$ cat src/rtl/core/bdkr_pkg.sv
// Shared types and constants for the button debounce / key repeat unit.
`timescale 1ns / 1ps

package bdkr_pkg;

  localparam int unsigned QUEUE_DEPTH = 4;
  localparam int unsigned QUEUE_AW    = 2;
  localparam int unsigned CFG_IDX_W   = 3;
  localparam int unsigned CFG_DATA_W  = 32;

  localparam logic [15:0] DEBOUNCE_RST   = 16'd20;
  localparam logic [15:0] FIRST_REP_RST  = 16'd500;
  localparam logic [15:0] SECOND_REP_RST = 16'd100;
  localparam logic [15:0] STEP_RST       = 16'd5;
  localparam logic [15:0] MIN_REP_RST    = 16'd30;
  localparam logic [31:0] PIN_MASK_RST   = 32'hFFFF_FFFF;

  typedef enum logic [CFG_IDX_W-1:0] {
    CFG_DEBOUNCE   = 3'd0,
    CFG_FIRST_REP  = 3'd1,
    CFG_SECOND_REP = 3'd2,
    CFG_STEP       = 3'd3,
    CFG_MIN_REP    = 3'd4,
    CFG_PIN_MASK   = 3'd5
  } cfg_idx_e;

  typedef enum logic [1:0] {
    KIND_RELEASE = 2'd0,
    KIND_PRESS   = 2'd1,
    KIND_REPEAT  = 2'd2
  } kind_e;

  typedef enum logic {
    MODE_TICK   = 1'b0,
    MODE_CHANGE = 1'b1
  } mode_e;

  typedef struct packed {
    logic [15:0] debounce;
    logic [15:0] first_rep;
    logic [15:0] second_rep;
    logic [15:0] step;
    logic [15:0] min_rep;
    logic [31:0] pin_mask;
  } cfg_t;

  // classified command handed from front to back
  typedef struct packed {
    logic       is_change;
    logic [4:0] pin;
    logic       pressed;
  } cmd_t;

endpackage

$ cat src/rtl/core/bdkr_front.sv
// Input front end: decodes input words and drops changes on disabled or nonexistent pins.
`timescale 1ns / 1ps

module bdkr_front #(
  parameter int unsigned NUM_PINS = 32
) (
  input  logic              s_axis_tvalid,
  output logic              s_axis_tready,
  input  logic [7:0]        s_axis_tdata,
  input  logic              s_axis_tuser,
  input  logic [31:0]       pin_mask_i,
  input  logic              q_full_i,
  output logic              q_push_o,
  output bdkr_pkg::cmd_t    q_cmd_o
);

  logic [4:0] pin;
  logic       is_change;
  logic       keep;

  assign pin       = s_axis_tdata[4:0];
  assign is_change = (s_axis_tuser == bdkr_pkg::MODE_CHANGE);

  // ticks always pass; a change passes only on an enabled, existing pin
  assign keep = !is_change || ((32'(pin) < NUM_PINS) && pin_mask_i[pin]);

  assign s_axis_tready = !q_full_i;
  assign q_push_o      = s_axis_tvalid && !q_full_i && keep;

  assign q_cmd_o.is_change = is_change;
  assign q_cmd_o.pin       = pin;
  assign q_cmd_o.pressed   = s_axis_tdata[5];

endmodule

$ cat src/rtl/core/bdkr_fifo.sv
// Short command queue between the front end and the event engine.
`timescale 1ns / 1ps

module bdkr_fifo (
  input  logic           clk_i,
  input  logic           rst_ni,
  input  logic           push_i,
  input  bdkr_pkg::cmd_t cmd_i,
  output logic           full_o,
  input  logic           pop_i,
  output logic           valid_o,
  output bdkr_pkg::cmd_t cmd_o
);

  localparam int unsigned AW = bdkr_pkg::QUEUE_AW;
  localparam int unsigned DEPTH = bdkr_pkg::QUEUE_DEPTH;

  bdkr_pkg::cmd_t      mem_q [DEPTH];
  logic [AW-1:0]       wr_ptr_q, wr_ptr_d;
  logic [AW-1:0]       rd_ptr_q, rd_ptr_d;
  logic [AW:0]         count_q, count_d;
  logic                do_pop;

  assign full_o  = (count_q == (AW+1)'(DEPTH));
  assign valid_o = (count_q != '0);
  assign cmd_o   = mem_q[rd_ptr_q];
  assign do_pop  = pop_i && valid_o;

  always_comb begin
    wr_ptr_d = push_i ? wr_ptr_q + 1'b1 : wr_ptr_q;
    rd_ptr_d = do_pop ? rd_ptr_q + 1'b1 : rd_ptr_q;
    count_d  = count_q;
    if (push_i && !do_pop) begin
      count_d = count_q + 1'b1;
    end else if (do_pop && !push_i) begin
      count_d = count_q - 1'b1;
    end
  end

  always_ff @(posedge clk_i or negedge rst_ni) begin
    if (!rst_ni) begin
      wr_ptr_q <= '0;
      rd_ptr_q <= '0;
      count_q  <= '0;
    end else begin
      wr_ptr_q <= wr_ptr_d;
      rd_ptr_q <= rd_ptr_d;
      count_q  <= count_d;
    end
  end

  always_ff @(posedge clk_i) begin
    if (push_i) begin
      mem_q[wr_ptr_q] <= cmd_i;
    end
  end

endmodule

$ cat src/rtl/core/bdkr_back.sv
// Event engine: debounce timing, pin scan, key repeat and output register.
`timescale 1ns / 1ps

module bdkr_back #(
  parameter int unsigned NUM_PINS = 32
) (
  input  logic           clk_i,
  input  logic           rst_ni,
  input  bdkr_pkg::cfg_t cfg_i,
  input  logic           cmd_valid_i,
  input  bdkr_pkg::cmd_t cmd_i,
  output logic           cmd_pop_o,
  output logic           m_axis_tvalid,
  input  logic           m_axis_tready,
  output logic [7:0]     m_axis_tdata,
  output logic           m_axis_tlast
);

  localparam int unsigned NP = (NUM_PINS < 32) ? NUM_PINS : 32;
  localparam int unsigned IW = (NP > 1) ? $clog2(NP) : 1;

  typedef enum logic [1:0] {
    PH_IDLE      = 2'd0,
    PH_DEBOUNCE  = 2'd1,
    PH_REP_FIRST = 2'd2,
    PH_REP_MORE  = 2'd3
  } phase_e;

  typedef enum logic {
    ST_RUN,
    ST_SCAN
  } state_e;

  state_e          state_q;
  phase_e          phase_q;
  logic [NP-1:0]   raw_q;
  logic [NP-1:0]   reported_q;
  logic [NP-1:0]   rem_q;
  logic [IW-1:0]   idx_q;
  logic [4:0]      rep_pin_q;
  logic            rep_active_q;
  logic [15:0]     interval_q;
  logic [15:0]     elapsed_q;

  logic            out_valid_q;
  logic [4:0]      out_pin_q;
  logic [1:0]      out_kind_q;
  logic            out_last_q;

  logic            out_free;
  logic [15:0]     elapsed_inc;
  logic [NP-1:0]   rem_cleared;
  logic            scan_last;
  logic [15:0]     shrunk;
  logic            rep_due;
  logic            scan_emit;
  logic            out_fire;

  assign out_free    = !out_valid_q || m_axis_tready;
  assign elapsed_inc = (elapsed_q == 16'hFFFF) ? elapsed_q : elapsed_q + 16'd1;
  assign shrunk      = (interval_q > cfg_i.step) ? interval_q - cfg_i.step : 16'd0;

  always_comb begin
    rem_cleared        = rem_q;
    rem_cleared[idx_q] = 1'b0;
  end
  assign scan_last = (rem_cleared == '0);

  // commands are consumed only in the run state; a due repeat waits for a free slot
  always_comb begin
    cmd_pop_o = 1'b0;
    if (state_q == ST_RUN && cmd_valid_i) begin
      if (cmd_i.is_change || phase_q == PH_IDLE || phase_q == PH_DEBOUNCE
          || !rep_active_q || elapsed_inc < interval_q || out_free) begin
        cmd_pop_o = 1'b1;
      end
    end
  end

  // a new word enters the output register on a due repeat or a scanned pin
  assign rep_due   = (state_q == ST_RUN) && cmd_pop_o && !cmd_i.is_change
                     && (phase_q == PH_REP_FIRST || phase_q == PH_REP_MORE)
                     && rep_active_q && !(elapsed_inc < interval_q);
  assign scan_emit = (state_q == ST_SCAN) && rem_q[idx_q] && out_free;
  assign out_fire  = rep_due || scan_emit;

  assign m_axis_tvalid = out_valid_q;
  assign m_axis_tdata  = {1'b0, out_kind_q, out_pin_q};
  assign m_axis_tlast  = out_last_q;

  always_ff @(posedge clk_i or negedge rst_ni) begin
    if (!rst_ni) begin
      state_q      <= ST_RUN;
      phase_q      <= PH_IDLE;
      raw_q        <= '0;
      reported_q   <= '0;
      rem_q        <= '0;
      idx_q        <= '0;
      rep_pin_q    <= '0;
      rep_active_q <= 1'b0;
      interval_q   <= '0;
      elapsed_q    <= '0;
      out_valid_q  <= 1'b0;
      out_pin_q    <= '0;
      out_kind_q   <= bdkr_pkg::KIND_RELEASE;
      out_last_q   <= 1'b0;
    end else begin
      out_valid_q <= out_fire || (out_valid_q && !m_axis_tready);
      unique case (state_q)
        ST_RUN: begin
          if (cmd_pop_o) begin
            if (cmd_i.is_change) begin
              raw_q[cmd_i.pin[IW-1:0]] <= cmd_i.pressed;
              phase_q   <= PH_DEBOUNCE;
              elapsed_q <= '0;
            end else begin
              unique case (phase_q)
                PH_DEBOUNCE: begin
                  if (elapsed_inc >= cfg_i.debounce) begin
                    rem_q      <= raw_q ^ reported_q;
                    reported_q <= raw_q;
                    phase_q    <= PH_IDLE;
                    elapsed_q  <= '0;
                    idx_q      <= '0;
                    state_q    <= ST_SCAN;
                  end else begin
                    elapsed_q <= elapsed_inc;
                  end
                end
                PH_REP_FIRST, PH_REP_MORE: begin
                  if (!rep_active_q) begin
                    phase_q <= PH_IDLE;
                  end else if (elapsed_inc < interval_q) begin
                    elapsed_q <= elapsed_inc;
                  end else begin
                    out_pin_q   <= rep_pin_q;
                    out_kind_q  <= bdkr_pkg::KIND_REPEAT;
                    out_last_q  <= 1'b1;
                    elapsed_q   <= '0;
                    if (phase_q == PH_REP_FIRST) begin
                      phase_q    <= PH_REP_MORE;
                      interval_q <= cfg_i.second_rep;
                    end else if (interval_q > cfg_i.min_rep) begin
                      interval_q <= shrunk;
                    end
                  end
                end
                default: begin
                end
              endcase
            end
          end
        end
        ST_SCAN: begin
          if (rem_q == '0) begin
            state_q <= ST_RUN;
          end else if (rem_q[idx_q]) begin
            if (out_free) begin
              out_pin_q   <= 5'(idx_q);
              out_last_q  <= scan_last;
              rem_q       <= rem_cleared;
              if (raw_q[idx_q]) begin
                out_kind_q   <= bdkr_pkg::KIND_PRESS;
                rep_pin_q    <= 5'(idx_q);
                rep_active_q <= 1'b1;
                phase_q      <= PH_REP_FIRST;
                interval_q   <= cfg_i.first_rep;
              end else begin
                out_kind_q   <= bdkr_pkg::KIND_RELEASE;
                rep_active_q <= 1'b0;
                phase_q      <= PH_IDLE;
              end
              if (scan_last) begin
                state_q <= ST_RUN;
              end else begin
                idx_q <= idx_q + 1'b1;
              end
            end
          end else begin
            idx_q <= idx_q + 1'b1;
          end
        end
        default: begin
        end
      endcase
    end
  end

endmodule

$ cat src/rtl/core/button_debounce_key_repeat_unit.sv
// Top level of the button debounce / key repeat unit.
`timescale 1ns / 1ps

// Takes pin level changes and millisecond ticks as input words and emits key
// events (release, press, repeat) as output words, tlast marking the final
// event of a batch. Input words land in a four-entry command queue; the event
// engine behind it pops them in order, but pops none during a pin scan and
// holds a tick that makes a repeat due until the output register is free.
// A tick that ends the debounce wait starts a pin scan that walks one pin per
// cycle, waiting at a changed pin while tready is low. Configuration writes
// are taken at any time and should be made only while the unit is idle.
module button_debounce_key_repeat_unit #(
  parameter int unsigned NUM_PINS = 32
) (
  input  logic        clk_i,
  input  logic        rst_ni,
  input  logic        s_axis_tvalid,
  output logic        s_axis_tready,
  input  logic [7:0]  s_axis_tdata,   // [4:0] pin, [5] pressed, [7:6] zero
  input  logic        s_axis_tuser,   // [0] mode: 0 tick, 1 pin change
  output logic        m_axis_tvalid,
  input  logic        m_axis_tready,
  output logic [7:0]  m_axis_tdata,   // [4:0] event_pin, [6:5] event_kind, [7] zero
  output logic        m_axis_tlast,
  input  logic        cfg_we_i,
  input  logic [bdkr_pkg::CFG_IDX_W-1:0]  cfg_idx_i,
  input  logic [bdkr_pkg::CFG_DATA_W-1:0] cfg_wdata_i
);

  bdkr_pkg::cfg_t cfg_q;
  bdkr_pkg::cmd_t push_cmd;
  bdkr_pkg::cmd_t pop_cmd;
  logic           q_full;
  logic           q_push;
  logic           q_valid;
  logic           q_pop;

  always_ff @(posedge clk_i or negedge rst_ni) begin
    if (!rst_ni) begin
      cfg_q.debounce   <= bdkr_pkg::DEBOUNCE_RST;
      cfg_q.first_rep  <= bdkr_pkg::FIRST_REP_RST;
      cfg_q.second_rep <= bdkr_pkg::SECOND_REP_RST;
      cfg_q.step       <= bdkr_pkg::STEP_RST;
      cfg_q.min_rep    <= bdkr_pkg::MIN_REP_RST;
      cfg_q.pin_mask   <= bdkr_pkg::PIN_MASK_RST;
    end else if (cfg_we_i) begin
      unique case (cfg_idx_i)
        bdkr_pkg::CFG_DEBOUNCE:   cfg_q.debounce   <= cfg_wdata_i[15:0];
        bdkr_pkg::CFG_FIRST_REP:  cfg_q.first_rep  <= cfg_wdata_i[15:0];
        bdkr_pkg::CFG_SECOND_REP: cfg_q.second_rep <= cfg_wdata_i[15:0];
        bdkr_pkg::CFG_STEP:       cfg_q.step       <= cfg_wdata_i[15:0];
        bdkr_pkg::CFG_MIN_REP:    cfg_q.min_rep    <= cfg_wdata_i[15:0];
        bdkr_pkg::CFG_PIN_MASK:   cfg_q.pin_mask   <= cfg_wdata_i[31:0];
        default: begin
        end
      endcase
    end
  end

  bdkr_front #(
    .NUM_PINS(NUM_PINS)
  ) u_front (
    .s_axis_tvalid(s_axis_tvalid),
    .s_axis_tready(s_axis_tready),
    .s_axis_tdata (s_axis_tdata),
    .s_axis_tuser (s_axis_tuser),
    .pin_mask_i   (cfg_q.pin_mask),
    .q_full_i     (q_full),
    .q_push_o     (q_push),
    .q_cmd_o      (push_cmd)
  );

  bdkr_fifo u_fifo (
    .clk_i  (clk_i),
    .rst_ni (rst_ni),
    .push_i (q_push),
    .cmd_i  (push_cmd),
    .full_o (q_full),
    .pop_i  (q_pop),
    .valid_o(q_valid),
    .cmd_o  (pop_cmd)
  );

  bdkr_back #(
    .NUM_PINS(NUM_PINS)
  ) u_back (
    .clk_i        (clk_i),
    .rst_ni       (rst_ni),
    .cfg_i        (cfg_q),
    .cmd_valid_i  (q_valid),
    .cmd_i        (pop_cmd),
    .cmd_pop_o    (q_pop),
    .m_axis_tvalid(m_axis_tvalid),
    .m_axis_tready(m_axis_tready),
    .m_axis_tdata (m_axis_tdata),
    .m_axis_tlast (m_axis_tlast)
  );

endmodule

$ cat config.mk
export PLATFORM = sky130hd
export DESIGN_NAME = button_debounce_key_repeat_unit
export DESIGN_NICKNAME = d
export VERILOG_FILES = /design/src/rtl/core/bdkr_pkg.sv /design/src/rtl/core/bdkr_front.sv /design/src/rtl/core/bdkr_fifo.sv /design/src/rtl/core/bdkr_back.sv /design/src/rtl/core/button_debounce_key_repeat_unit.sv
export SDC_FILE = /design/constraint.sdc
export NUM_CORES = 1
export LEC_CHECK = 0
export ABC_AREA = 1
export BUFFER_PORTS_ARGS = -buffer_cell sky130_fd_sc_hd__buf_2
export CAP_MARGIN = 5
export CORE_AREA = 2 2 192 194
export CTS_CLUSTER_SIZE = 8
export DETAILED_ROUTE_END_ITERATION = 12
export DIE_AREA = 0 0 194 196
export PLACE_DENSITY_LB_ADDON = 0.25
export SYNTH_ARGS = -nofsm -noshare
export SYNTH_HDL_FRONTEND = slang
export SYNTH_HIERARCHICAL = 1
export SYNTH_SLANG_ARGS = --single-unit
$ cat constraint.sdc
create_clock -name clk_i -period 9.25 [get_ports clk_i]
set_clock_uncertainty 0.1 [all_clocks]
set_input_delay 0.4625 -clock clk_i [delete_from_list [all_inputs] [get_ports clk_i]]
set_output_delay 0.4625 -clock clk_i [all_outputs]
set_load 0.02 [all_outputs]
# Word-level counts from Yosys, hierarchy flattened
# Memories as Yosys holds them, arrays and structs flattened.
# Index checks and enable logic that the tools add are counted.
[totals]
romBits = 0
output_inout_bits = 11
n_memories = 1
reg_bits = 270
ram_bits = 28
in_bits = 49
latchBits = 0
wordCells = 237
[op_classes]
n_mul = 0
n_reduce_logical = 59
n_eq_ne = 29
n_addsub = 7
bitwise = 6
n_mux = 103
div_mod_pow = 0
n_shift = 0
magnitude_cmp = 9
[memory_table]
columns = ["memory", "depth", "width", "read_ports", "rd_ports_with_merged_regs", "wr", "line", "source"]
rows = [
  ["u_fifo.mem_q", 4, 7, 1, 0, 1, "bdkr_fifo.sv:18", "bdkr_pkg::cmd_t mem_q [DEPTH];"],
]
[op_table]
columns = ["op", "count"]
rows = [
  ["$mux W16", 17],
  ["$mux W32", 7],
  ["$mux W5", 16],
  ["$logic_not A32 Y1", 2],
  ["$pmux W16 S2", 2],
  ["$pmux W32 S2", 1],
  ["$mux W2", 18],
  ["$and A32 B32 Y32", 1],
  ["$bwmux W32", 1],
  ["$gt A16 B16 Y1", 2],
  ["$not A32 Y32", 1],
  ["$xor A32 B32 Y32", 1],
  ["$mux W1", 27],
  ["$pmux W5 S2", 2],
  ["$lt A5 B6 Y1 const B", 3],
  ["$ne A2 B2 Y1 const B", 9],
  ["$add A16 B1 Y16 const B", 1],
  ["$eq A16 B16 Y1 const B", 1],
  ["$ge A16 B16 Y1", 1],
  ["$logic_and A1 B1 Y1", 16],
  ["$lt A16 B16 Y1", 1],
  ["$reduce_and A8 Y1", 2],
  ["$sub A16 B16 Y16", 1],
  ["$bmux W1 S5", 3],
  ["other kinds (33)", 77],
]

# Longest topological paths before layout
[depth]
ltp_word = 15
ltp_mapped = 29
ltp_nobuf = 29

# Hierarchy
# Netlist, hierarchy kept.
[modules_own_cells]
columns = ["module", "seq_area_each_um2", "area_each_um2", "cells_per_inst", "n_inst"]
rows = [
  ["bdkr_back", 3778.6, 10809.1, 1489, 1],
  ["button_debounce_key_repeat_unit", 2864.0, 4431.8, 493, 1],
  ["bdkr_fifo", 1016.0, 1601.5, 137, 1],
  ["bdkr_front", 0.0, 494.2, 109, 1],
]

# Least setup slack after synthesis
# Ideal clock, no wire load.
[synth_timing]
path_kind = "reg-to-reg"
from = "register u_back.elapsed_q[0]"
to = "register u_fifo.count_q[2]"
path_buffers = 0
synth_period_minus_slack_ns = 3.992
stages_incl_launch_ff = 28
setup_time_ns = 0.117
arrival_time_ns = 3.775
required_time_ns = 9.033
setup_slack_ns = 5.258
path_cell_list = "dfrtp_1 ha_1 nand2_1 nor2_1 nand2_1 nor2_1 nor3_2 nand3_1 nor2_1 nand4_1 nor2_1 nand3_1 xnor2_1 ha_1 nand4_1 o221a_2 nand2_4 nand3_4 nand2_4 inv_4 nand2_1 ha_1 inv_1 fa_1 nand2_1 nand3_1 nand2_1 nand2_1"
[synth_via]
elab_chain_len = 11
word_cells_on_any_way = 14
classes_between = "add/sub: 1; order compare: 1; eq/ne: 1; mux: 4; reduce/logical: 7"
[synth_rtl]
columns = ["element", "line", "source"]
rows = [
  ["start: declaration", "bdkr_back.sv:43", "logic [15:0] elapsed_q;"],
  ["start signal: assignment", "bdkr_back.sv:127", "elapsed_q <= elapsed_inc;"],
  ["start signal: assignment", "bdkr_back.sv:134", "elapsed_q <= elapsed_inc;"],
  ["$add A16 B1 Y16 / $eq A16 B16 Y1 (equally long branches)", "bdkr_back.sv:60", "assign elapsed_inc = (elapsed_q == 16'hFFFF) ? elapsed_q : elapsed_q + 16'd1;"],
  ["$mux W16 (*)", "bdkr_back.sv:60", ""],
  ["$lt A16 B16 Y1 (*)", "bdkr_back.sv:74", "|| !rep_active_q || elapsed_inc < interval_q || out_free) begin"],
  ["$logic_or A1 B1 Y1 (*) (2 in a row)", "bdkr_back.sv:74", ""],
  ["$mux W1 (*)", "bdkr_back.sv:73", "if (cmd_i.is_change || phase_q == PH_IDLE || phase_q == PH_DEBOUNCE"],
  ["$mux W1 (*)", "bdkr_back.sv:72", "if (state_q == ST_RUN && cmd_valid_i) begin"],
  ["named net q_pop", "button_debounce_key_repeat_unit.sv:36", "logic q_pop;"],
  ["$logic_and A1 B1 Y1 (*)", "bdkr_fifo.sv:27", "assign do_pop = pop_i && valid_o;"],
  ["$logic_not A1 Y1", "bdkr_fifo.sv:33", "if (push_i && !do_pop) begin"],
  ["$logic_and A1 B1 Y1", "bdkr_fifo.sv:33", ""],
  ["$mux W3 / $reduce_bool A2 Y1 (equally long branches)", "--", ""],
  ["end signal: assignment", "bdkr_fifo.sv:48", "count_q <= count_d;"],
  ["end: declaration", "bdkr_fifo.sv:21", "logic [AW:0] count_q, count_d;"],
]
# Mark *: on every way through the listed nets, which the timed path passes. The rest lies on a longest branch.
# A chain may end at the register's enable or synchronous reset.

# Worst setup path in the final report
[layout_timing]
from = "register u_back.elapsed_q[0]"
to = "register u_back.reported_q[11]"
[layout_via]
elab_chain_len = 8
word_cells_on_any_way = 10
classes_between = "add/sub: 1; order compare: 2; eq/ne: 1; mux: 3; reduce/logical: 3"
[layout_rtl]
columns = ["element", "line", "source"]
rows = [
  ["$add A16 B1 Y16 / $eq A16 B16 Y1 (equally long branches)", "bdkr_back.sv:60", ""],
  ["$mux W16 (*)", "bdkr_back.sv:60", ""],
  ["$lt A16 B16 Y1", "bdkr_back.sv:74", ""],
  ["$logic_or A1 B1 Y1 (2 in a row)", "bdkr_back.sv:74", ""],
  ["$mux W1", "bdkr_back.sv:73", ""],
  ["$mux W1", "bdkr_back.sv:72", ""],
  ["$reduce_and A5 Y1 (no line) (*)", "--", ""],
  ["end signal: assignment", "bdkr_back.sv:121", "reported_q <= raw_q;"],
  ["end: declaration", "bdkr_back.sv:37", "logic [NP-1:0] reported_q;"],
]
# Every way passes the cells marked *; elsewhere a longest branch is shown, timed or not.

==> results.sh <==
export IMPL_syn_nets=2352
export IMPL_drcViolationCount=0
export IMPL_core_sq_mm=0.0361
export IMPL_routedWlPerCell_um=16.1
export IMPL_power_density_mw_per_mm2=299
export IMPL_seq_area_sq_mm=0.00766
export IMPL_grt_antenna_before_repair=0
export IMPL_cts_root_buf="clkbuf_16"
export IMPL_place_area_sq_mm=0.0177
export IMPL_tightest_slew_ns=1.21
export IMPL_cts_sinks=298
export IMPL_ir_drop_v=0.000178
export IMPL_synthMuxAreaShare=0.00368
export IMPL_worstSetupPathType="register to register"
export IMPL_syn_avg_cell_area_sq_um=7.78
export IMPL_end_kind="register"
export IMPL_grt_overflow=0
export IMPL_slew_violations=0
export IMPL_multi_input_area_sq_mm=0.00819
export IMPL_postSynth_asyncResetShare=0.906
export IMPL_synthCells=2228
export IMPL_synth_adder_area_share=0.0550
export IMPL_yosys_area_share_simple=0.262
export IMPL_ys_types=62
export IMPL_yosysWarnings=6
export IMPL_finalSetupViolations=0
export IMPL_fin_setup_tns_ns=0
export IMPL_rr_startpoint="u_back/elapsed_q[0]"
export IMPL_clkTransAtPathRegs_ns=0.05
export IMPL_synth_xor_area_frac=0.0258
export IMPL_rows=70
export IMPL_clk_latency_ns=0.54
export IMPL_route_vias_total=14600
export IMPL_grt_first_pass_wirelength_um=72200
export IMPL_fillers=3457
export IMPL_postLayoutCoreUtil=0.524
export IMPL_cts_buffers=43
export IMPL_detail_route_antenna_nets=0
export IMPL_hold_violations=0
export IMPL_drive_gt1_frac=0.109
export IMPL_min_from="cfg_wdata_i[16]"
export IMPL_yosys_area_top_type="dfrtp_1"
export IMPL_vias_per_cell=5.35
export IMPL_synth_top_area_frac=0.319
export IMPL_crit_required_ns=9.55
export IMPL_portBuffers=56
export IMPL_htreeDepth=2
export IMPL_ys_seq_area_frac=0.442
export IMPL_fmaxAchievable_ghz=0.203
export IMPL_cts_buffer_depth=3
export IMPL_grt_pass1_vias=13700
export IMPL_first_pass_iters=5
export IMPL_synthFlopType="dfrtp_1"
export IMPL_cts_tree="yes"
export IMPL_pin_count=60
export IMPL_crit_arrival_ns=5.22
export IMPL_totalPowerFinal_mw=5.66
export IMPL_synth_top_family_by_area="simple AND/OR/NAND/NOR gates"
export IMPL_p_leak_nw=9.23
export IMPL_finish_instance_area_sq_mm=0.0189
export IMPL_die_x_um=194
export IMPL_area_growth_pct=9.01
export IMPL_syn_cell_area_sq_mm=0.0173
export IMPL_critPathMaxFanout=61
export IMPL_grt_max_degree=87
export IMPL_max_cap_violations=0
export IMPL_routabilityCongestion=0.898
export IMPL_period_needed_ns=4.92
export IMPL_timing_final_crit_share=0.532
export IMPL_synth_compound_area_frac=0.125
export IMPL_floorplan_die_height_um=196
export IMPL_worst_setup_path_start_kind="register"
export IMPL_yosys_top_cells_area="dfrtp_1, nand2_1, dfstp_2"
export IMPL_hold_buffers=1
export IMPL_post_cts_resized=0
export IMPL_rsz0062_at_grt="false"
export IMPL_final_nets=2365
export IMPL_ys_seq_elements=298
export IMPL_die_area_sq_mm=0.0380
export IMPL_hpwl_um=29700
export IMPL_finalWirelength_um=44000
export IMPL_crit_start="u_back/elapsed_q[0]"
export IMPL_status="complete, no violations"
export IMPL_hold_class="input port to register"
export IMPL_track_usage=0.232
export IMPL_start_util=0.480
export IMPL_slew_headroom=0.196
export IMPL_drt_iter0_markers=1137
export IMPL_synth_edf_count=28
export IMPL_postCtsSetupRepairBufs=0
[metrics by stage]
| step | setup WS (ns) | hold WS [ns] | std cells |
|---|---|---|---|
| final | 4.33 | 0.0236 | 2736 |
| after global routing | 3.70 | 0.0141 | 2735 |
| after CTS | 4.32 | 0.00137 | 2735 |
| after detailed placement | 4.35 | 0.354 | 2663 |
| after global placement | 4.48 | 0.350 | 2663 |
| after floorplan | 5.26 | 0.0669 | 2228 |
[registers in the layout, indices dropped and copies added, names as in the netlist]
name                  count
cfg_q                   112
u_back/elapsed_q         16
u_back/idx_q              5
u_back/interval_q        16
u_back/m_axis_tlast       1
u_back/m_axis_tvalid      1
u_back/out_kind_q         2
u_back/out_pin_q          5
u_back/phase_q            2
u_back/raw_q             32
u_back/rem_q             32
u_back/rep_active_q       1
u_back/rep_pin_q          5
u_back/reported_q        32
u_back/state_q            1
u_fifo/count_q            3
u_fifo/mem_q             28
u_fifo/rd_ptr_q           2
u_fifo/wr_ptr_q           2
[power by group]
| group | leakage, nW | switching (mW) | internal, mW |
|---|---|---|---|
| Clock | 0.588 | 0.569 | 0.888 |
| Sequential | 3.59 | 0.294 | 1.71 |
| Combinational | 5.05 | 1.50 | 0.697 |
| Total | 9.23 | 2.36 | 3.29 |
[area by class of cell]
cell class                 instances  share of cell area
multi-input combinational       1604               0.433
clock buffer                      70              0.0645
tap                              468              0.0310
clock inverter                     1            0.000463
timing repair buffer              65              0.0191
antenna                            1            0.000132
inverter                         229              0.0460
sequential                       298               0.405
[cell usage after synthesis (22+ instances only)]
| cell type | count |
|---|---|
| nand3_1 | 162 |
| nand2_1 | 730 |
| buf_4 | 24 |
| o21ai_1 | 55 |
| clkbuf_1 | 22 |
| buf_2 | 34 |
| dfstp_2 | 49 |
| ha_1 | 73 |
| dfrtp_1 | 221 |
| xor2_1 | 37 |
| edfxtp_1 | 28 |
| o21ai_0 | 164 |
| nor2_1 | 114 |
| nand4_1 | 25 |
| inv_1 | 209 |
| a21oi_1 | 101 |
[layer usage]
layer,share of wire,GRT usage
met5,0,0
met2,0.44,0.357
met4,0.023,0.0648
met1,0.47,0.339
met3,0.068,0.0378
[path summary, 6_finish.rpt]
kind	depth (start not counted)	endpoint	slack, ns
max in group asynchronous	4	u_back/state_q	6.41
worst min register to register	2	cfg_q[100]	0.36
worst min-delay path	3	cfg_q[16]	0.02
worst max register to register	24	u_back/reported_q[11]	4.33
worst max-delay path	24	u_back/reported_q[11]	4.33
min in group asynchronous	2	cfg_q[94]	0.45
[worst max-delay path: stages (launching register included)]
cell	delay, ns
dfrtp_1	0.41
ha_1	0.24
nand2_1	0.10
nor2_1	0.05
nand2_1	0.09
nor2_1	0.09
nor3_2	0.20
nand3_1	0.15
nor2_1	0.17
nand4_1	0.14
nor2_1	0.20
nand3_1	0.11
xnor2_1	0.19
ha_1	0.32
nand2_1	0.06
inv_1	0.05
nand3_1	0.10
nor3_1	0.28
nand3_1	0.11
nand3_1	0.22
nand2_1	0.16
nor2_1	0.46
nand2_4	0.49
nand2_1	0.18
o21ai_1	0.08
[cell families (layout without fill, tap and decap cells)]
group | Yosys count | count (layout)
simple gates | 1088 | 1088
other cells | 1 | 2
fa+ha+maj | 75 | 75
compound gates | 384 | 384
flops | 298 | 298
buf+inv | 326 | 365
mux | 5 | 5
xor+xnor | 51 | 51
[cell usage in the layout (no fill, tap or decap), types with 4 or more instances in the layout]
| master | instances |
|---|---|
| buf_4 | 8 |
| a21oi_1 | 101 |
| xnor2_1 | 14 |
| dfstp_2 | 49 |
| nand2_4 | 5 |
| xor2_1 | 37 |
| o21ai_2 | 19 |
| nor2_1 | 113 |
| nor4_1 | 11 |
| clkbuf_1 | 25 |
| nand2_2 | 5 |
| ha_1 | 73 |
| o21bai_1 | 4 |
| nor2_2 | 5 |
| nand4_1 | 25 |
| o21ai_1 | 55 |
| edfxtp_1 | 28 |
| nand2_1 | 730 |
| buf_2 | 55 |
| clkbuf_16 | 45 |
| a31o_2 | 9 |
| o211ai_1 | 7 |
| o211ai_2 | 10 |
| or2_2 | 4 |
| inv_1 | 208 |
| nor3_1 | 16 |
| nand3_1 | 162 |
| dfrtp_1 | 220 |
| inv_2 | 16 |
| o21ai_0 | 164 |
No activity file was read; power rests on OpenSTA's default activity.
